--- src/design/line_position_lost_line_tracker_macros.svh ---
// Assertion macros for the line position tracker.
// Included by the top level; no other dependencies.
`ifndef LINE_POSITION_LOST_LINE_TRACKER_MACROS_SVH
`define LINE_POSITION_LOST_LINE_TRACKER_MACROS_SVH
`ifndef SYNTHESIS
`define LPLT_ASSERT_SAME(label, clk, rst_n, ante, cons) \
	label: assert property (@(posedge clk) disable iff (!rst_n) (ante) |-> (cons)) \
		else $error("lplt: same-cycle check failed");
`define LPLT_ASSERT_NEXT(label, clk, rst_n, ante, cons) \
	label: assert property (@(posedge clk) disable iff (!rst_n) (ante) |=> (cons)) \
		else $error("lplt: next-cycle check failed");
`else
`define LPLT_ASSERT_SAME(label, clk, rst_n, ante, cons)
`define LPLT_ASSERT_NEXT(label, clk, rst_n, ante, cons)
`endif
`endif

--- src/design/lplt_pkg.sv ---
// Shared types, constants and the sensor weight function of the line tracker.
// No dependencies.
package lplt_pkg;

	typedef logic [7:0]         bits_t;
	typedef logic [7:0]         count_t;
	typedef logic signed [11:0] pos_t;
	typedef logic [1:0]         status_t;

	localparam status_t ST_TRACK = 2'd0;
	localparam status_t ST_COAST = 2'd1;
	localparam status_t ST_EDGE  = 2'd2;
	localparam status_t ST_NODE  = 2'd3;

	localparam bits_t  RESET_PATTERN   = 8'h18;
	localparam bits_t  EDGE_LEFT_ONLY  = 8'h01;
	localparam bits_t  EDGE_RIGHT_ONLY = 8'h80;
	localparam count_t RESET_THRESHOLD = 8'd10;
	localparam count_t COUNT_MAX       = 8'd255;

	// divider: 12 quotient bits, two per cycle
	localparam int DIV_BITS_PER_STEP = 2;
	localparam int DIV_STEPS         = 12 / DIV_BITS_PER_STEP;
	localparam int CNT_W             = $clog2(DIV_STEPS);

	typedef struct packed {
		logic load;
		logic step;
		logic emit;
	} lplt_cmd_t;

	// weights -4,-3,-2,-1,+1,+2,+3,+4 from left to right
	function automatic logic signed [3:0] sensor_weight(input logic [2:0] k);
		logic signed [3:0] w;
		unique case (k)
			3'd0: w = -4'sd4;
			3'd1: w = -4'sd3;
			3'd2: w = -4'sd2;
			3'd3: w = -4'sd1;
			3'd4: w = 4'sd1;
			3'd5: w = 4'sd2;
			3'd6: w = 4'sd3;
			3'd7: w = 4'sd4;
			default: w = 4'sd0;
		endcase
		return w;
	endfunction

endpackage

--- src/design/lplt_if.sv ---
// Valid/ready channel interfaces for sensor words and result words.
// Depends on lplt_pkg.
interface lplt_in_if;
	logic               valid;
	logic               ready;
	lplt_pkg::bits_t    sensor_bits;

	modport source (output valid, output sensor_bits, input ready);
	modport sink   (input valid, input sensor_bits, output ready);
endinterface

interface lplt_out_if;
	logic               valid;
	logic               ready;
	lplt_pkg::pos_t     position_error;
	lplt_pkg::status_t  status;

	modport source (output valid, output position_error, output status, input ready);
	modport sink   (input valid, input position_error, input status, output ready);
endinterface

--- src/design/lplt_ctrl.sv ---
// Controller: sequences load, divide steps and result write, owns handshakes.
// Depends on lplt_pkg.
module lplt_ctrl (
	input  logic                clk,
	input  logic                arst_n,
	input  logic                in_valid,
	output logic                in_ready,
	output logic                out_valid,
	input  logic                out_ready,
	output lplt_pkg::lplt_cmd_t cmd
);
	import lplt_pkg::*;

	localparam logic [1:0] S_IDLE = 2'd0;
	localparam logic [1:0] S_DIV  = 2'd1;
	localparam logic [1:0] S_DONE = 2'd2;
	localparam logic [CNT_W-1:0] CNT_LAST = CNT_W'(DIV_STEPS - 1);

	logic [1:0]       state_q, state_d;
	logic [CNT_W-1:0] cnt_q, cnt_d;
	logic             out_valid_q;
	logic             out_free;

	assign out_free  = !out_valid_q || out_ready;
	assign in_ready  = (state_q == S_IDLE);
	assign out_valid = out_valid_q;

	always_comb begin
		state_d  = state_q;
		cnt_d    = cnt_q;
		cmd      = '0;
		unique case (state_q)
			S_IDLE: begin
				if (in_valid) begin
					cmd.load = 1'b1;
					cnt_d    = '0;
					state_d  = S_DIV;
				end
			end
			S_DIV: begin
				cmd.step = 1'b1;
				if (cnt_q == CNT_LAST) begin
					state_d = S_DONE;
				end else begin
					cnt_d = cnt_q + 1'b1;
				end
			end
			S_DONE: begin
				if (out_free) begin
					cmd.emit = 1'b1;
					state_d  = S_IDLE;
				end
			end
			default: begin
				state_d = S_IDLE;
			end
		endcase
	end

	always_ff @(posedge clk or negedge arst_n) begin
		if (!arst_n) begin
			state_q     <= S_IDLE;
			cnt_q       <= '0;
			out_valid_q <= 1'b0;
		end else begin
			state_q <= state_d;
			cnt_q   <= cnt_d;
			if (cmd.emit) begin
				out_valid_q <= 1'b1;
			end else if (out_ready) begin
				out_valid_q <= 1'b0;
			end
		end
	end

endmodule

--- src/design/lplt_datapath.sv ---
// Datapath: weighted sum, tracking state, threshold register, radix-4 divider,
// and the result register. Depends on lplt_pkg.
module lplt_datapath (
	input  logic                clk,
	input  logic                arst_n,
	input  lplt_pkg::lplt_cmd_t cmd,
	input  lplt_pkg::bits_t     sensor_bits,
	input  logic                cfg_we,
	input  lplt_pkg::count_t    cfg_data,
	output lplt_pkg::pos_t      position_error,
	output lplt_pkg::status_t   status
);
	import lplt_pkg::*;

	bits_t   last_pat_q;
	count_t  count_q;
	count_t  thr_q;

	logic signed [4:0] total;
	logic [3:0]        hits;
	logic [3:0]        mag_total;
	count_t            count_next;
	status_t           status_new;

	logic [11:0] dvd_q;
	logic [2:0]  rem_q;
	logic [3:0]  div_q;
	logic        neg_q;
	status_t     status_s1;

	logic [11:0] dvd_d;
	logic [2:0]  rem_d;
	pos_t        pos_q;
	status_t     status_q;

	always_comb begin
		total = '0;
		hits  = '0;
		for (int k = 0; k < 8; k++) begin
			if (sensor_bits[k]) begin
				total = total + 5'(sensor_weight(3'(k)));
				hits  = hits + 4'd1;
			end
		end
		mag_total = total[4] ? 4'(-total) : total[3:0];
	end

	always_comb begin
		count_next = (count_q == COUNT_MAX) ? count_q : count_q + 8'd1;
		if (last_pat_q == EDGE_LEFT_ONLY || last_pat_q == EDGE_RIGHT_ONLY) begin
			status_new = ST_EDGE;
		end else if (count_next >= thr_q) begin
			status_new = ST_NODE;
		end else begin
			status_new = ST_COAST;
		end
	end

	// two restoring steps per cycle; quotient bits shift in from the bottom
	always_comb begin
		logic [3:0] trial;
		dvd_d = dvd_q;
		rem_d = rem_q;
		for (int i = 0; i < DIV_BITS_PER_STEP; i++) begin
			trial = {rem_d, dvd_d[11]};
			if (trial >= div_q) begin
				rem_d = 3'(trial - div_q);
				dvd_d = {dvd_d[10:0], 1'b1};
			end else begin
				rem_d = trial[2:0];
				dvd_d = {dvd_d[10:0], 1'b0};
			end
		end
	end

	always_ff @(posedge clk or negedge arst_n) begin
		if (!arst_n) begin
			last_pat_q <= RESET_PATTERN;
			count_q    <= '0;
			thr_q      <= RESET_THRESHOLD;
		end else begin
			if (cfg_we) begin
				thr_q <= cfg_data;
			end
			if (cmd.load) begin
				if (hits != 4'd0) begin
					last_pat_q <= sensor_bits;
					count_q    <= '0;
				end else begin
					count_q <= count_next;
				end
			end
		end
	end

	always_ff @(posedge clk) begin
		if (cmd.load) begin
			dvd_q     <= {mag_total, 8'd0};
			rem_q     <= '0;
			div_q     <= hits;
			neg_q     <= total[4];
			status_s1 <= (hits != 4'd0) ? ST_TRACK : status_new;
		end
		if (cmd.step) begin
			dvd_q <= dvd_d;
			rem_q <= rem_d;
		end
		if (cmd.emit) begin
			status_q <= status_s1;
			if (status_s1 != ST_TRACK) begin
				pos_q <= '0;
			end else begin
				pos_q <= neg_q ? -$signed(dvd_q) : $signed(dvd_q);
			end
		end
	end

	assign position_error = pos_q;
	assign status         = status_q;

endmodule

--- src/design/line_position_lost_line_tracker.sv ---
// channel   dir   handshake      payload
// sensor    in    valid/ready    sensor_bits[7:0]
// result    out   valid/ready    position_error[11:0] signed, status[1:0]
// cfg       in    cfg_we         cfg_data[7:0] -> lost_threshold
//
// Each word goes through accept, the 2-bit-per-cycle divider, then the write
// into the result register. A new word is taken only after the last one is written there.
// A finished word waits in the result register while the next one is taken.
// If the result register is still full at the end, the word holds in the
// divider until the sink takes it. Reset is asynchronous; no clearing pass.
// Top level; depends on lplt_pkg, lplt_if, lplt_ctrl, lplt_datapath, macros.
`include "line_position_lost_line_tracker_macros.svh"
module line_position_lost_line_tracker (
	input  logic               clk,
	input  logic               arst_n,
	lplt_in_if.sink            sensor,
	lplt_out_if.source         result,
	input  logic               cfg_we,
	input  lplt_pkg::count_t   cfg_data
);
	import lplt_pkg::*;

	lplt_cmd_t cmd;

	lplt_ctrl u_ctrl (
		.clk       (clk),
		.arst_n    (arst_n),
		.in_valid  (sensor.valid),
		.in_ready  (sensor.ready),
		.out_valid (result.valid),
		.out_ready (result.ready),
		.cmd       (cmd)
	);

	lplt_datapath u_datapath (
		.clk            (clk),
		.arst_n         (arst_n),
		.cmd            (cmd),
		.sensor_bits    (sensor.sensor_bits),
		.cfg_we         (cfg_we),
		.cfg_data       (cfg_data),
		.position_error (result.position_error),
		.status         (result.status)
	);

	// one word in flight: no new accept right after one
	`LPLT_ASSERT_NEXT(a_busy_after_accept, clk, arst_n, sensor.valid && sensor.ready, !sensor.ready)
	// lost-line words carry a zero position
	`LPLT_ASSERT_SAME(a_lost_zero_pos, clk, arst_n, result.valid && result.status != ST_TRACK, result.position_error == 12'sd0)
	// tracked position stays within the weight span
	`LPLT_ASSERT_SAME(a_pos_range, clk, arst_n, result.valid && result.status == ST_TRACK, result.position_error >= -12'sd1024 && result.position_error <= 12'sd1024)

endmodule
--- src/flat_wrapper.sv ---
// flat-port wrapper written by rule: the top's interface ports become plain ports
module line_position_lost_line_tracker_flat import lplt_pkg::*;
  (clk, arst_n, cfg_we, cfg_data, sensor_valid, sensor_sensor_bits, sensor_ready, result_valid, result_position_error, result_status, result_ready);
  lplt_in_if sensor_i ();
  lplt_out_if result_i ();
  input  logic clk;
  input  logic arst_n;
  input  logic cfg_we;
  input  lplt_pkg::count_t cfg_data;
  input wire logic [$bits(sensor_i.valid)-1:0] sensor_valid;
  input wire logic [$bits(sensor_i.sensor_bits)-1:0] sensor_sensor_bits;
  output wire logic [$bits(sensor_i.ready)-1:0] sensor_ready;
  output wire logic [$bits(result_i.valid)-1:0] result_valid;
  output wire logic [$bits(result_i.position_error)-1:0] result_position_error;
  output wire logic [$bits(result_i.status)-1:0] result_status;
  input wire logic [$bits(result_i.ready)-1:0] result_ready;
  assign sensor_i.valid = sensor_valid;
  assign sensor_i.sensor_bits = sensor_sensor_bits;
  assign sensor_ready = sensor_i.ready;
  assign result_valid = result_i.valid;
  assign result_position_error = result_i.position_error;
  assign result_status = result_i.status;
  assign result_i.ready = result_ready;
  line_position_lost_line_tracker u_core (.clk(clk), .arst_n(arst_n), .sensor(sensor_i), .result(result_i), .cfg_we(cfg_we), .cfg_data(cfg_data));
endmodule
--- config.mk ---
export PLATFORM = sky130hd
export DESIGN_NAME = line_position_lost_line_tracker_flat
export DESIGN_NICKNAME = d
export VERILOG_FILES = /design/src/design/lplt_pkg.sv /design/src/design/lplt_if.sv /design/src/design/lplt_ctrl.sv /design/src/design/lplt_datapath.sv /design/src/design/line_position_lost_line_tracker.sv /design/src/flat_wrapper.sv
export VERILOG_INCLUDE_DIRS = /design/src /design/src/design
export SDC_FILE = /design/constraint.sdc
export NUM_CORES = 1
export LEC_CHECK = 0
export ABC_AREA = 0
export ABC_CLOCK_PERIOD_IN_PS = 5200
export BUFFER_PORTS_ARGS = -buffer_cell sky130_fd_sc_hd__buf_2
export CELL_PAD_IN_SITES_DETAIL_PLACEMENT = 1
export CELL_PAD_IN_SITES_GLOBAL_PLACEMENT = 2
export CORE_ASPECT_RATIO = 1.2
export CORE_MARGIN = 1.5
export CORE_UTILIZATION = 43
export DETAILED_ROUTE_END_ITERATION = 8
export GPL_TIMING_DRIVEN = 0
export PLACE_DENSITY = 0.86
export SLEW_MARGIN = 0
export SYNTH_ARGS = -nofsm -noshare
export SYNTH_HDL_FRONTEND = slang
export SYNTH_HIERARCHICAL = 1
export SYNTH_SLANG_ARGS = --single-unit
--- constraint.sdc ---
create_clock -name clk -period 5.2 [get_ports clk]
set_input_delay 0 -clock clk [delete_from_list [all_inputs] [get_ports clk]]
set_output_delay 0 -clock clk [all_outputs]
set_load 0.01 [all_outputs]
Word-level counts from Yosys, hierarchy flattened
Index checks and enable logic that the tools add are counted.

cells by class
  add/sub/neg operators = 20
  $mul = 0
  divide/modulo/power cells = 0
  $lt $le $gt $ge = 3
  equality and inequality tests = 10
  shift operators = 0
  muxes and demuxes = 51
  bitwise operators = 0
  reductions and logical operators = 13

operator list
  cell                   count
  $mux W4                15
  $mux W5                8
  $mux W12               3
  $add A5 B4 Y5          7
  $add A4 B1 Y4 const B  7
  $mux W3                6
  $eq A8 B8 Y1 const B   2
  $mux W8                2
  $neg A12 Y12           1
  $mux W1                10
  $mux W2                5
  $add A8 B1 Y8 const B  1
  $eq A8 B1 Y1 const B   1
  $ge A4 B4 Y1           2
  $ge A8 B8 Y1           1
  $ne A2 B2 Y1 const B   4
  $reduce_bool A2 Y1     4
  $pmux W2 S3            1
  $pmux W3 S2            1
  $reduce_and A3 Y1      2
  $sub A3 B3 Y3          2
  $neg A4 Y4             1
  $reduce_bool A4 Y1     1
  $add A3 B1 Y3 const B  1
  8 further kinds        9

storage, ports and cells
  flip-flop bits (word level) = 66
  bits in latches = 0
  bits in writable memories = 0
  bits in read-only memories = 0
  output and inout bits = 16
  memories = 0

Longest topological paths before layout
Gate-level depths: netlist of the first run.

  depth after elaboration = 19
  mapped depth = 21
  depth with buffers taken out = 20

Hierarchy
The synthesis of the first run kept the hierarchy.

modules (own cells, without submodules)
  module         times used  cells an instance  area each (sq um)  sequential area each (sq um)
  lplt_datapath  1           419                4274.1             1686.6
  lplt_ctrl      1           33                 321.6              150.1

Worst setup path after synthesis of the first run
No wires, ideal clock.

  path type = input to register
  from = in sensor_sensor_bits[0]
  to = reg u_core.u_datapath.last_pat_q[7]
  library setup time = 0.125 ns
  arrival time = 3.619 ns
  data required time = 5.075 ns
  slack = 1.456 ns
  cell stages on the path = 17
  path buffers = 1
  path through = inv_1 > ha_1 > buf_6 > xor3_1 > ha_1 > o211ai_1 > a21oi_1 > nor3b_1 > nor2_1 > ha_1 > nand2_1 > o31ai_1 > ha_1 > xnor3_1 > o32a_1 > o21ai_4 > mux2_4

between the ends
  word-level cells in the longest chain between the ends = 17

RTL lines
  element                                 line                 text
  start, declared                         flat_wrapper.sv:11   input wire logic [$bits(sensor_i.sensor_bits)-1:0] sensor_sensor_bits;
  $mux W1 (*)                             lplt_datapath.sv:40  if (sensor_bits[k]) begin
  $add A4 B1 Y4                           lplt_datapath.sv:42  hits = hits + 4'd1;
  $mux W4 (*)                             lplt_datapath.sv:40
  $add A4 B1 Y4                           lplt_datapath.sv:42
  $mux W4 (*)                             lplt_datapath.sv:40
  $add A4 B1 Y4                           lplt_datapath.sv:42
  $mux W4 (*)                             lplt_datapath.sv:40
  $add A4 B1 Y4                           lplt_datapath.sv:42
  $mux W4 (*)                             lplt_datapath.sv:40
  $add A4 B1 Y4                           lplt_datapath.sv:42
  $mux W4 (*)                             lplt_datapath.sv:40
  $add A4 B1 Y4                           lplt_datapath.sv:42
  $mux W4 (*)                             lplt_datapath.sv:40
  $add A4 B1 Y4                           lplt_datapath.sv:42
  $mux W4 (*)                             lplt_datapath.sv:40
  $reduce_bool A4 Y1 (*)                  lplt_datapath.sv:86  if (hits != 4'd0) begin
  $reduce_and A2 Y1 (no source line) (*)  --
  end signal, assigned                    lplt_datapath.sv:87  last_pat_q <= sensor_bits;
  end, declared                           lplt_datapath.sv:15  bits_t last_pat_q;

Mark *: on every way between the ends. The rest lies on a longest branch, timed or not.
A chain may end at the register's enable or synchronous reset.

Final worst setup path of the first run
  from = in sensor_sensor_bits[0]
  to = reg u_core.u_datapath.status_s1[0] (data pin)

between the ends
  word-level cells in the longest chain between the ends = 17

RTL lines
  element                                line                  text
  $mux W1 (*)                            lplt_datapath.sv:40
  $add A4 B1 Y4                          lplt_datapath.sv:42
  $mux W4 (*)                            lplt_datapath.sv:40
  $add A4 B1 Y4                          lplt_datapath.sv:42
  $mux W4 (*)                            lplt_datapath.sv:40
  $add A4 B1 Y4                          lplt_datapath.sv:42
  $mux W4 (*)                            lplt_datapath.sv:40
  $add A4 B1 Y4                          lplt_datapath.sv:42
  $mux W4 (*)                            lplt_datapath.sv:40
  $add A4 B1 Y4                          lplt_datapath.sv:42
  $mux W4 (*)                            lplt_datapath.sv:40
  $add A4 B1 Y4                          lplt_datapath.sv:42
  $mux W4 (*)                            lplt_datapath.sv:40
  $add A4 B1 Y4                          lplt_datapath.sv:42
  $mux W4 (*)                            lplt_datapath.sv:40
  $reduce_bool A4 Y1 (*)                 lplt_datapath.sv:102  status_s1 <= (hits != 4'd0) ? ST_TRACK : status_new;
  $reduce_or A2 Y1 (no source line) (*)  --
  end signal, assigned                   lplt_datapath.sv:102
  end, declared                          lplt_datapath.sv:29   status_t status_s1;

Marked as above.

==> results.md, run 1 <==
* Arrival time of data at the critical path endpoint at 4.57 ns
* Share of total power in combinational logic at 44.5%
* Global-route wire length before repair at 17300 um
* Register Area at 1840 um2
* Number of iterations in the first detailed-routing pass at 4
* CP peak stage delay at 0.52 ns
* Detailed-route wire length at 9920 um
* Met2 track demand over resource at 35.0%
* Highest-count cells in the layout ignoring fill and taps: nand2_1, buf_2, inv_1, edfxtp_1, ha_1
* Clock skew at 0.00699 ns
* Fmax achieved at 222 MHz
* Kind of cell adding the most delay to the critical path: adder cells
* Overall die area at 11300 um2
* Net count of the finished layout at 570
* Critical path buffers and inverters at 5
* Vias post-DR at 3454
* Crit path max fanout at 9
* Final RePlAce weighted congestion at 0.812
* Power density relative to cell area at 479 nW/um2
* Number of antenna repair diodes at 0
* Total of endpoints with negative setup slack in the final report at 0
* Required time at the worst-slack endpoint at 5.26 ns
* Setup repair after global routing missed its margin: false
* Aggregate negative setup slack at 0 ns
* Slowest cell on crit path: dlygate4sd3_1
* Filler cells at 1195
* Avg Vias per Cell at 5.34
* Max Root-Sink Buffers at 2
* Primary FF master, synth: edfxtp_1
* Global-route track usage on met3 at 3.71%
* Tightest hold margin at 0.0149 ns
* Reg-to-reg critical path startpoint: u_core/u_datapath/dvd_q[11]
* Async set or reset register ratio after synthesis at 45.5%
* Multi-input gate area in the final layout at 2520 um2
* Origin of the worst min-delay path: sensor_sensor_bits[1]
* Vert. Die Dim at 116 um
* Maximum number of pins on one net before global-route repair at 31
* Leading cell type in the layout, fill and taps excluded: nand2_1
* Cell repeated most along the worst path: ha_1
* Tightest Pin Transition at 1.12 ns
* Number of enable-type register cells in the synthesized netlist at 36
* CP cell instances: dlygate4sd3_1 -> buf_2 -> inv_1 -> ha_1 -> buf_6 -> xor2_1 -> ha_1 -> mux2i_1 -> mux2i_1 -> nor3_1 -> a21oi_1 -> nor2_1 -> ha_1 -> nand2_1 -> o31ai_1 -> ha_1 -> xnor3_1 -> o32a_1 -> clkinv_1 -> nand2_1 -> nor2_1
* Critical path capture point type: flop
* Register share of total power at 34.6%
* Area of the core at 10500 um2
* Die Width at 97.4 um
* Worst-Skew Late Latency at 0.33 ns
* Global routing usage summed across all routing layers at 19.1%
* Run status: complete, no violations
* Starting density of the core at 43.9%
* Final number of hold-violating endpoints at 0
* Hpwl dp at 7640 um
* Synthesized netlist net count at 509
* Clock Tree Root: clkbuf_16
* Switching pwr at 0.924 mW
* R2R setup slack at 1.14 ns
* Number of global-route vias before repair at 3651
* Part of the power in the clock network at 20.9%
* Total of flip-flops plus latches after synthesis at 66
* Yosys cell types at 64
* Internal power at 1.64 mW
* CTS buffer count at 9
* Count of buffers added by post-CTS timing repair for setup at 0
* Share of total power consumed by net switching at 36.1%
* Number of cells produced by synthesis at 452
* Final antenna-violating net count at 0
* Number of antenna violations at the first check in global routing at 0
* PostCTS Resize Cnt at 0
* Depth of the CTS H-tree at 3
* Relative area change from synthesis to final layout at 16.5%
* Overall overflow remaining after global route at 0
* DRC violation total after the first TritonRoute iteration at 93
* Critical path launch point type: primary input
* Relative slew slack at 25.2%
* Minimum clock period after layout at 4.51 ns
* Cell area after synthesis at 4600 um2
* Met1 usage at 22.1%
* Final worst-path cycle share at 86.7%
* IO Count at 37
* Clock tree from TritonCTS: built
* CP Class: primary input to flop
* Number of design rule violations left after detail routing at 0
* Peak supply drop at 0.188 mV
* Number of max-capacitance violations reported at 0
* Classification of the worst-slack hold path: primary input to flop
* Total of buffers placed on input and output ports at 34
* Synth Warn # at 6
* Average size of a mapped cell at 10.2 um2
* Portion of the post-synthesis area used by sequential elements at 40.0%
* Cell row count at 41
* Start point of the critical path: sensor_sensor_bits[0]
* Final Max Slew Viols at 0
* Fraction of final layout cells sized beyond drive strength 1 at 16.2%
* Leak at 2.35 nW
* Clock sinks at 66
* Clock-pin slew reported for the worst setup and hold paths after clock tree synthesis at 0.05 ns
* Grt peak-use layer: met2
* Routed wire length per instance at 15.3 um
==> synth_stat cells (all sizes together), types with 10 or more instances <==
cell	count	share of area [%]
a21o	10	1.6
a21oi	16	1.7
and2	12	1.6
dfrtp	26	14
edfxtp	36	24
ha	34	9.3
inv	37	3.0
mux2	13	3.8
nand2	40	3.3
nand3	12	1.4
nor2	28	2.3
nor2b	13	1.8
o21ai	21	2.5
xnor2	29	6.4
xor2	14	3.0
==> worst paths after layout <==
path,endpoint,cells after the start
worst max-delay path,u_core/u_datapath/status_s1[0],21
worst min-delay path,u_core/u_datapath/last_pat_q[1],2
worst max register to register,u_core/u_datapath/rem_q[1],14
worst min register to register,u_core/u_datapath/status[0],0
max in group asynchronous,u_core/u_ctrl/out_valid,2
min in group asynchronous,u_core/u_datapath/count_q[5],2
==> routing by layer <==
layer	share of wire, %	routed length, um	vias up
met4	1.3	130	0
met2	54	5380	42
met3	2.4	235	11
li1	-	-	1699
met5	0	0	-
met1	42	4170	1702
==> flip-flops by register name, summed over array words and instances (netlist names), 3 cells and up <==
signal / flops
u_core/u_ctrl/cnt_q: 3
u_core/u_datapath/count_q: 8
u_core/u_datapath/div_q: 4
u_core/u_datapath/dvd_q: 12
u_core/u_datapath/last_pat_q: 8
u_core/u_datapath/position_error: 12
u_core/u_datapath/rem_q: 3
u_core/u_datapath/thr_q: 8
==> through the flow <==
step / utilization [%] / setup slack, ns / instance area, um2 / power (mW) / instances
final: 51.1 / 0.690 / 5350 / 2.56 / 647
after global routing: 51.1 / 0.351 / 5350 / 2.78 / 647
after CTS: 51.1 / 0.674 / 5350 / 2.60 / 647
after detailed placement: 47.1 / 0.778 / 4930 / 2.04 / 615
after global placement: 47.1 / 0.852 / 4930 / 1.98 / 615
after floorplan: - / 1.46 / 4600 / 1.76 / 452
==> cells by family (layout without fill, tap and decap cells) <==
family          Yosys count  in the layout  share of synthesized area [%]
buf+inv                  56            122                           5.20
flops                    66             66                           40.0
simple gates            143            143                           15.8
mux                      22             22                           5.80
fa+ha+maj                36             36                           10.1
xor+xnor                 47             47                           11.4
compound gates           82             82                           11.7
==> power by group through the flow <==
stage	clock network, mW	logic (mW)	registers [mW]
finish	0.535	1.14	0.887
global route	0.575	1.29	0.910
CTS	0.553	1.16	0.888
detailed placement	0	1.14	0.897
global placement	0	1.09	0.885
floorplan	0	0.895	0.862
==> worst register-to-register path, stage by stage (launching register included) <==
cell and delay (ns):
edfxtp_1 0.40, inv_1 0.11, ha_1 0.16, inv_1 0.05, fa_1 0.41, a21o_1 0.18
a21o_1 0.17, a21oi_1 0.44, o21ai_0 0.28, fa_1 0.49, a21o_1 0.17, a21o_1 0.17
a21oi_1 0.47, mux2i_1 0.26, nor2b_1 0.07
==> cell type report <==
type | instances | share of cell area (%)
Multi-Input combinational cell | 330 | 47.1
Sequential cell | 66 | 34.3
Timing Repair Buffer | 50 | 6.17
Clock buffer | 13 | 4.68
Tap cell | 129 | 3.02
Inverter | 38 | 2.66
Buffer | 18 | 1.80
Clock inverter | 3 | 0.281
==> timing repair <==
action / 4_1_cts / 5_1_grt
endpoints found under the setup margin: 0 / 0
hold buffers: 16 / 0
hold endpoints to repair: 36 / 0
Power figures use the tool's default switching activity.
==> run 2: changes to the inputs <==
- ABC_CLOCK_PERIOD_IN_PS: 5200 -> 4200
- CORE_UTILIZATION: 43 -> 40
- CTS_BUF_LIST: unset -> sky130_fd_sc_hd__clkbuf_4 sky130_fd_sc_hd__clkbuf_8 sky130_fd_sc_hd__clkbuf_16
- PLACE_DENSITY: 0.86 -> 0.8
- clock period: 5.2 -> 4.2 ns (I/O delays scaled with it)
==> run 2 against run 1 <==
Against the previous run:
- cell area increased by 1.9%
- utilization decreased by 1.9 points
- routed wire length increased by 3.3%
- via count decreased by 0.81%
- cell count increased by 3.9%
- worst setup slack got worse by 0.44 ns
- critical path type unchanged
- critical endpoint is now u_core/u_datapath/last_pat_q[2]
- highest routed layer unchanged
==> results.md, run 2 (synthesized netlist as in run 1, its figures left out) <==
* Run status: complete, no violations
* Leak at 2.38 nW (+1.5%)
* Number of max-capacitance violations reported at 0 (unchanged)
* IO Count at 37 (unchanged)
* Highest-count cells in the layout ignoring fill and taps: buf_2, nand2_1, inv_1, edfxtp_1, ha_1
* Classification of the worst-slack hold path: primary input to flop
* Final RePlAce weighted congestion at 0.796 (-1.9%)
* Max Root-Sink Buffers at 2 (unchanged)
* Number of design rule violations left after detail routing at 0 (unchanged)
* Power density relative to cell area at 602 nW/um2 (+26%)
* Internal power at 2.11 mW (+29%)
* Clock sinks at 66 (unchanged)
* Tightest Pin Transition at 1.12 ns (-0.00245 ns)
* Total of buffers placed on input and output ports at 34 (unchanged)
* Part of the power in the clock network at 22.5% (+1.6 points)
* Number of cell instances on the worst register-to-register path at 14 (unchanged)
* Largest registers: u_core/u_datapath/dvd_q x12, u_core/u_datapath/position_error x12
* Number of iterations in the first detailed-routing pass at 4 (unchanged)
* Clock Tree Root: clkbuf_16
* Final Max Slew Viols at 0 (unchanged)
* Met1 usage at 21.3% (-0.76 points)
* Min-Delay Path Depth at 3 (+1)
* Die Width at 101 um (+3.6%)
* Final number of hold-violating endpoints at 0 (unchanged)
* Overall die area at 12100 um2 (+7.3%)
* Clock tree from TritonCTS: built
* Net count of the finished layout at 570 (unchanged)
* Required time at the worst-slack endpoint at 4.42 ns (-0.84 ns)
* Share of total power consumed by net switching at 35.9% (-0.17 points)
* Final antenna-violating net count at 0 (unchanged)
* Maximum number of pins on one net before global-route repair at 31 (unchanged)
* Routed wire length per instance at 15.3 um (-0.53%)
* Power consumption at 3.29 mW (+28%)
* Multi-input gate area in the final layout at 2540 um2 (+0.94%)
* Global routing usage summed across all routing layers at 18.2% (-0.82 points)
* Final worst slack at 0.249 ns (-0.442 ns)
* CTS buffer count at 9 (unchanged)
* Relative area change from synthesis to final layout at 18.7%
* Depth of the CTS H-tree at 3 (unchanged)
* Vert. Die Dim at 120 um (+3.6%)
* Clock skew at 0.00735 ns (+0.000366 ns)
* Peak supply drop at 0.274 mV (+45%)
* Crit path max fanout at 8 (-1)
* Number of global-route vias before repair at 3603 (-1.3%)
* Pre-CTS worst setup slack at -0.279 ns (-1.06 ns)
* Grt peak-use layer: met2
* Number of antenna repair diodes at 0 (unchanged)
* Global-route wire length before repair at 17400 um (+0.84%)
* Final worst-path cycle share at 94.1%
* Fraction of final layout cells sized beyond drive strength 1 at 18.0% (+1.7 points)
* Vias post-DR at 3426 (-0.81%)
* Switching pwr at 1.18 mW (+28%)
* Hpwl dp at 7760 um (+1.6%)
* Area of the core at 11100 um2 (+6.0%)
* Relative slew slack at 25.4% (+0.16 points)
* Register share of total power at 33.5% (-1.1 points)
* Total of endpoints with negative setup slack in the final report at 0 (unchanged)
* Filler cells at 1259 (+5.4%)
* Critical path launch point type: primary input
* Overall overflow remaining after global route at 0 (unchanged)
* Detailed-route wire length at 10200 um (+3.3%)
* Cell row count at 42 (+2.4%)
* Clock-pin slew reported for the worst setup and hold paths after clock tree synthesis at 0.05 ns (about the same)
* Critical path capture point type: flop
* Starting density of the core at 41.4% (-2.5 points)
* Share of total power in combinational logic at 44.0% (-0.5 points)
* Aggregate negative setup slack at 0 ns (unchanged)
* DRC violation total after the first TritonRoute iteration at 107 (+15%)
* Number of antenna violations at the first check in global routing at 0 (unchanged)
* Arrival time of data at the critical path endpoint at 4.17 ns (-0.40 ns)
* Avg Vias per Cell at 5.10 (-4.5%)
* Global-route track usage on met3 at 3.41% (-0.30 points)
* Fmax achieved at 253 MHz
* Worst-Skew Late Latency at 0.33 ns (about the same)
* CP Class: primary input to flop
* Minimum clock period after layout at 3.95 ns
* Register Area at 1840 um2 (unchanged)
* Met2 track demand over resource at 33.4% (-1.6 points)
[run 2: cell types whose count changed in the layout (fill, tap and decap cells not counted), sizes merged]
cell and delta:
inv +2, buf +1, clkinv -2, dlygate4sd3 -1
[run 2: path summary, 6_finish.rpt]
check	from	to	slack [ns]
max reg2reg	u_core/u_datapath/dvd_q[11]	u_core/u_datapath/rem_q[0]	0.36
max	sensor_sensor_bits[1]	u_core/u_datapath/last_pat_q[2]	0.25
min in group asynchronous	arst_n	u_core/u_datapath/thr_q[4]	0.26
min reg2reg	u_core/u_datapath/status_s1[1]	u_core/u_datapath/status[1]	0.45
max in group asynchronous	arst_n	u_core/u_datapath/count_q[1]	3.49
min	cfg_we	u_core/u_datapath/thr_q[7]	0.002
[run 2: timing repair]
item / 4_1_cts / 5_1_grt
setup endpoints to repair: 0 / 21
gates resized for setup: 0 / 6
hold endpoints to repair: 36 / 0
buffers inserted: 0 / 1
hold buffers: 15 / 0
[run 2: cell type report]
class / instances / area share [%]
multi-input cells: 330 / 46.6
plain buffers: 18 / 1.77
clock buffers: 13 / 5.23
inverters: 38 / 2.61
clock inverters: 3 / 0.321
repair buffers: 50 / 6.24
flip-flops and latches: 66 / 33.7
well taps: 154 / 3.53
[run 2: power by group through the flow]
| stage | logic (mW) | clock network [mW] | registers [mW] |
|---|---|---|---|
| after global routing | 1.63 | 0.785 | 1.13 |
| after CTS | 1.45 | 0.763 | 1.10 |
| after detailed placement | 1.43 | 0 | 1.11 |
| after floorplan | 1.11 | 0 | 1.07 |
| final | 1.45 | 0.740 | 1.10 |
| after global placement | 1.36 | 0 | 1.10 |
[run 2: stage by stage]
step                      instance area [um2]  hold slack, ns  utilization, %  std cells
after floorplan                          4600          -0.296               -        452
after global placement                   4960          0.0870            44.7        640
after detailed placement                 4960          0.0872            44.7        640
after CTS                                5410          0.0135            48.8        671
after global routing                     5460          0.0345            49.2        672
final                                    5460         0.00181            49.2        672
[run 2: metal layers]
metal,up-vias,wire [um]
met5,-,0
met2,37,5370
met3,11,241
met1,1682,4510
met4,0,133
li1,1696,-
[run 2: worst max-delay path, stage by stage]
cell and delay, ns:
buf_2 0.16, inv_1 0.11, ha_1 0.29, buf_6 0.14, xor2_2 0.17, ha_1 0.34, nand2_1 0.07, a2111oi_1 0.42
nor3_1 0.15, a21oi_1 0.20, nor2_1 0.10, ha_1 0.29, nand2_1 0.05, o31ai_1 0.13, ha_1 0.27, xnor3_1 0.40
o32a_1 0.24, o21ai_4 0.19, buf_12 0.15, mux2_4 0.30
==> run 3: changes to the inputs <==
- ABC_AREA: 0 -> 1
- CORE_UTILIZATION: 40 -> 36
- PLACE_DENSITY: 0.8 -> 0.79
==> run 3 against run 2 <==
Against the previous run:
- first-iteration DRC count shrank 2.8%
- synthesized area grew 4.8%
- clock power grew 25%
- clock skew is essentially flat
- power grew 4.1%
- critical path depth grew 6
- critical endpoint is now u_core/u_datapath/status_s1[1]
- largest cell class unchanged
==> results.md, run 3 <==
* Run status: complete, no violations
* Peak supply drop at 0.249 mV (-9.3%)
* Routed wire length per instance at 13.6 um (-11%)
* Worst-Skew Late Latency at 0.33 ns (about the same)
* Area of the core at 13100 um2 (+18%)
* Overall overflow remaining after global route at 0 (unchanged)
* Cell repeated most along the worst path: nand2_1
* Number of max-capacitance violations reported at 0 (unchanged)
* Portion of the post-synthesis area used by sequential elements at 38.1% (-1.8 points)
* Most common cell in the netlist: nand2_1
* Reg-to-reg critical path startpoint: u_core/u_datapath/dvd_q[11]
* Clock tree from TritonCTS: built
* Post-synthesis cell type with the largest combined area: edfxtp_1
* Global-route wire length before repair at 19800 um (+14%)
* Total of endpoints with negative setup slack in the final report at 0 (unchanged)
* Critical path capture point type: flop
* Synth Warn # at 6 (unchanged)
* Core occupancy in the finished layout at 44.3% (-4.9 points)
* Number of iterations in the first detailed-routing pass at 4 (unchanged)
* Capture instance of the worst register-to-register path: u_core/u_datapath/rem_q[0]
* Top area cells in the synthesized netlist: edfxtp_1, nand2_1, dfrtp_1, ha_1, inv_1
* Largest registers: u_core/u_datapath/dvd_q x12, u_core/u_datapath/position_error x12
* Fmax achieved at 263 MHz (+3.9%)
* IO Count at 37 (unchanged)
* Leading cell type in the layout, fill and taps excluded: nand2_1
* Maximum number of pins on one net before global-route repair at 31 (unchanged)
* Cell row count at 46 (+9.5%)
* DP Cell Count at 825 (+29%)
* Average size of a mapped cell at 7.76 um2 (-24%)
* Share of total power in combinational logic at 41.1% (-2.9 points)
* CP peak stage delay at 0.53 ns (+0.11 ns)
* Number of cell instances on the worst register-to-register path at 13 (-1)
* Number of cells produced by synthesis at 621 (+37%)
* Pre-CTS worst setup slack at 0.397 ns (+0.676 ns)
* Detailed-route wire length at 11700 um (+14%)
* Final worst slack at 0.398 ns (+0.150 ns)
* Setup repair after global routing missed its margin: false
* Depth of the CTS H-tree at 3 (unchanged)
* Number of antenna violations at the first check in global routing at 0 (unchanged)
* Switching pwr at 1.32 mW (+12%)
* Net count of the finished layout at 747 (+31%)
* Tightest hold margin at 0.117 ns (+0.115 ns)
* Global routing usage summed across all routing layers at 17.7% (-0.55 points)
* Power consumption at 3.42 mW (+4.1%)
* Leak at 2.82 nW (+18%)
* Starting density of the core at 36.7% (-4.7 points)
* Slowest cell on crit path: dlygate4sd3_1
* Filler cells at 1617 (+28%)
* Power density relative to cell area at 589 nW/um2 (-2.3%)
* Avg Vias per Cell at 4.89 (-4.1%)
* Final number of hold-violating endpoints at 0 (unchanged)
* Total of flip-flops plus latches after synthesis at 66 (unchanged)
* Internal power at 2.09 mW (-0.56%)
* Final worst-path cycle share at 90.5% (-3.6 points)
* Area post-placement at 5210 um2 (+5.0%)
* Number of design rule violations left after detail routing at 0 (unchanged)
* Fraction of final layout cells sized beyond drive strength 1 at 18.6% (+0.61 points)
* Number of global-route vias before repair at 4389 (+22%)
* Crit path max fanout at 10 (+2)
* Register share of total power at 31.8% (-1.7 points)
* Critical path launch point type: primary input
* Yosys cell types at 46 (-28%)
* Tightest Pin Transition at 1.10 ns (-0.0188 ns)
* Total of buffers placed on input and output ports at 36 (+5.9%)
* DRC violation total after the first TritonRoute iteration at 104 (-2.8%)
* Async set or reset register ratio after synthesis at 45.5% (unchanged)
* Number of antenna repair diodes at 0 (unchanged)
* Clock skew at 0.00754 ns (+0.000190 ns)
* Cell area after synthesis at 4820 um2 (+4.8%)
* Post-route cell area at 5810 um2 (+6.5%)
* Primary FF master, synth: edfxtp_1
* Relative area change from synthesis to final layout at 20.6%
* Final RePlAce weighted congestion at 0.795 (-0.23%)
* CTS buffer count at 9 (unchanged)
* Hpwl dp at 9080 um (+17%)
* Clock Tree Root: clkbuf_16
* Clock sinks at 66 (unchanged)
* CP Class: primary input to flop
* Arrival time of data at the critical path endpoint at 3.99 ns (-0.18 ns)
* Vias post-DR at 4218 (+23%)
* Classification of the worst-slack hold path: primary input to flop
* Relative slew slack at 26.5% (+1.1 points)
* Max Root-Sink Buffers at 2 (unchanged)
* Final antenna-violating net count at 0 (unchanged)
* R2R setup slack at 0.69 ns (+0.33 ns)
* Highest-count cells in the layout ignoring fill and taps: nand2_1, inv_1, nand3_1
* Share of total power consumed by net switching at 38.8% (+2.9 points)
* Count of placed standard cells in the final layout, fillers left out at 863 (+28%)
* Most frequent cells after synthesis: nand2_1, inv_1, nand3_1, edfxtp_1, ha_1
* Clock-pin slew reported for the worst setup and hold paths after clock tree synthesis at 0.06 ns (about the same)
* Minimum clock period after layout at 3.80 ns (-0.150 ns)
* Part of the power in the clock network at 27.1% (+4.6 points)
* Required time at the worst-slack endpoint at 4.39 ns (-0.03 ns)
* Die Width at 109 um (+7.7%)
* Synthesized netlist net count at 678 (+33%)
* Top cell type's share of synthesized area at 22.4% (-1.1 points)
* Start point of the critical path: sensor_sensor_bits[1]
* Final Max Slew Viols at 0 (unchanged)
* Number of enable-type register cells in the synthesized netlist at 36 (unchanged)
* Overall die area at 14100 um2 (+16%)
* Worst setup path end: u_core/u_datapath/status_s1[1]
* Aggregate negative setup slack at 0 ns (unchanged)
* Vert. Die Dim at 130 um (+7.7%)
## run 3: cell families after synthesis
family	share of synthesized area [%]
buf+inv	8.52
fa+ha+maj	9.66
mux	0.234
xor+xnor	1.43
simple gates	33.2
flops	38.1
compound gates	8.81
## run 3: power by group through the flow
stage               Clock, mW  Sequential, mW  Combinational (mW)
global route            0.964            1.12                1.62
global placement            0            1.09                1.31
detailed placement          0            1.10                1.39
finish                  0.926            1.09                1.41
CTS                     0.942            1.09                1.42
floorplan                   0            1.06                1.04
## run 3: critical path: cells and delay by family
family	cells	cell delay, ns
AO/OA/AOI/OAI	1	0.10
buffers and inverters	6	1.13
AND/OR/NAND/NOR	15	1.68
adder cells (fa/ha/maj)	4	1.09
## run 3: area by class of cell
type	count	area (um2)	share of cell area (%)
Multi-Input combinational cell	451	2590	44.5
Sequential cell	66	1840	31.6
Timing Repair Buffer	58	398	6.85
Inverter	93	349	6.01
Clock buffer	9	225	3.88
Tap cell	168	210	3.62
Clock inverter	7	140	2.41
Buffer	11	61.3	1.06
## run 3: what timing repair did
item                       CTS  global route
hold buffers                21             0
hold endpoints to repair    42             0
setup buffers                0             1
setup endpoints to repair    0            18
gates resized for setup      0             4
## run 3: per-layer routing
layer	vias to the layer above	part of all wire (%)	wire length, um	track usage (%)
met4	0	1.2	137	5.19
met1	2022	46	5400	21.4
met2	36	51	6000	32.9
met3	9	1.5	180	1.95
li1	2151	-	-	-
met5	-	0	0	0
## run 3: worst min path at each step
stage / from / end / slack [ns] / cells past startpoint
after floorplan: arst_n / u_core/u_ctrl/cnt_q[0] / -0.30 / 0
after global placement: arst_n / u_core/u_datapath/thr_q[2] / 0.09 / 1
after detailed placement: arst_n / u_core/u_datapath/thr_q[2] / 0.11 / 1
after CTS: sensor_sensor_bits[2] / u_core/u_datapath/last_pat_q[2] / 0.11 / 4
after global routing: sensor_sensor_bits[4] / u_core/u_datapath/last_pat_q[4] / 0.14 / 4
final: sensor_sensor_bits[4] / u_core/u_datapath/last_pat_q[4] / 0.12 / 4
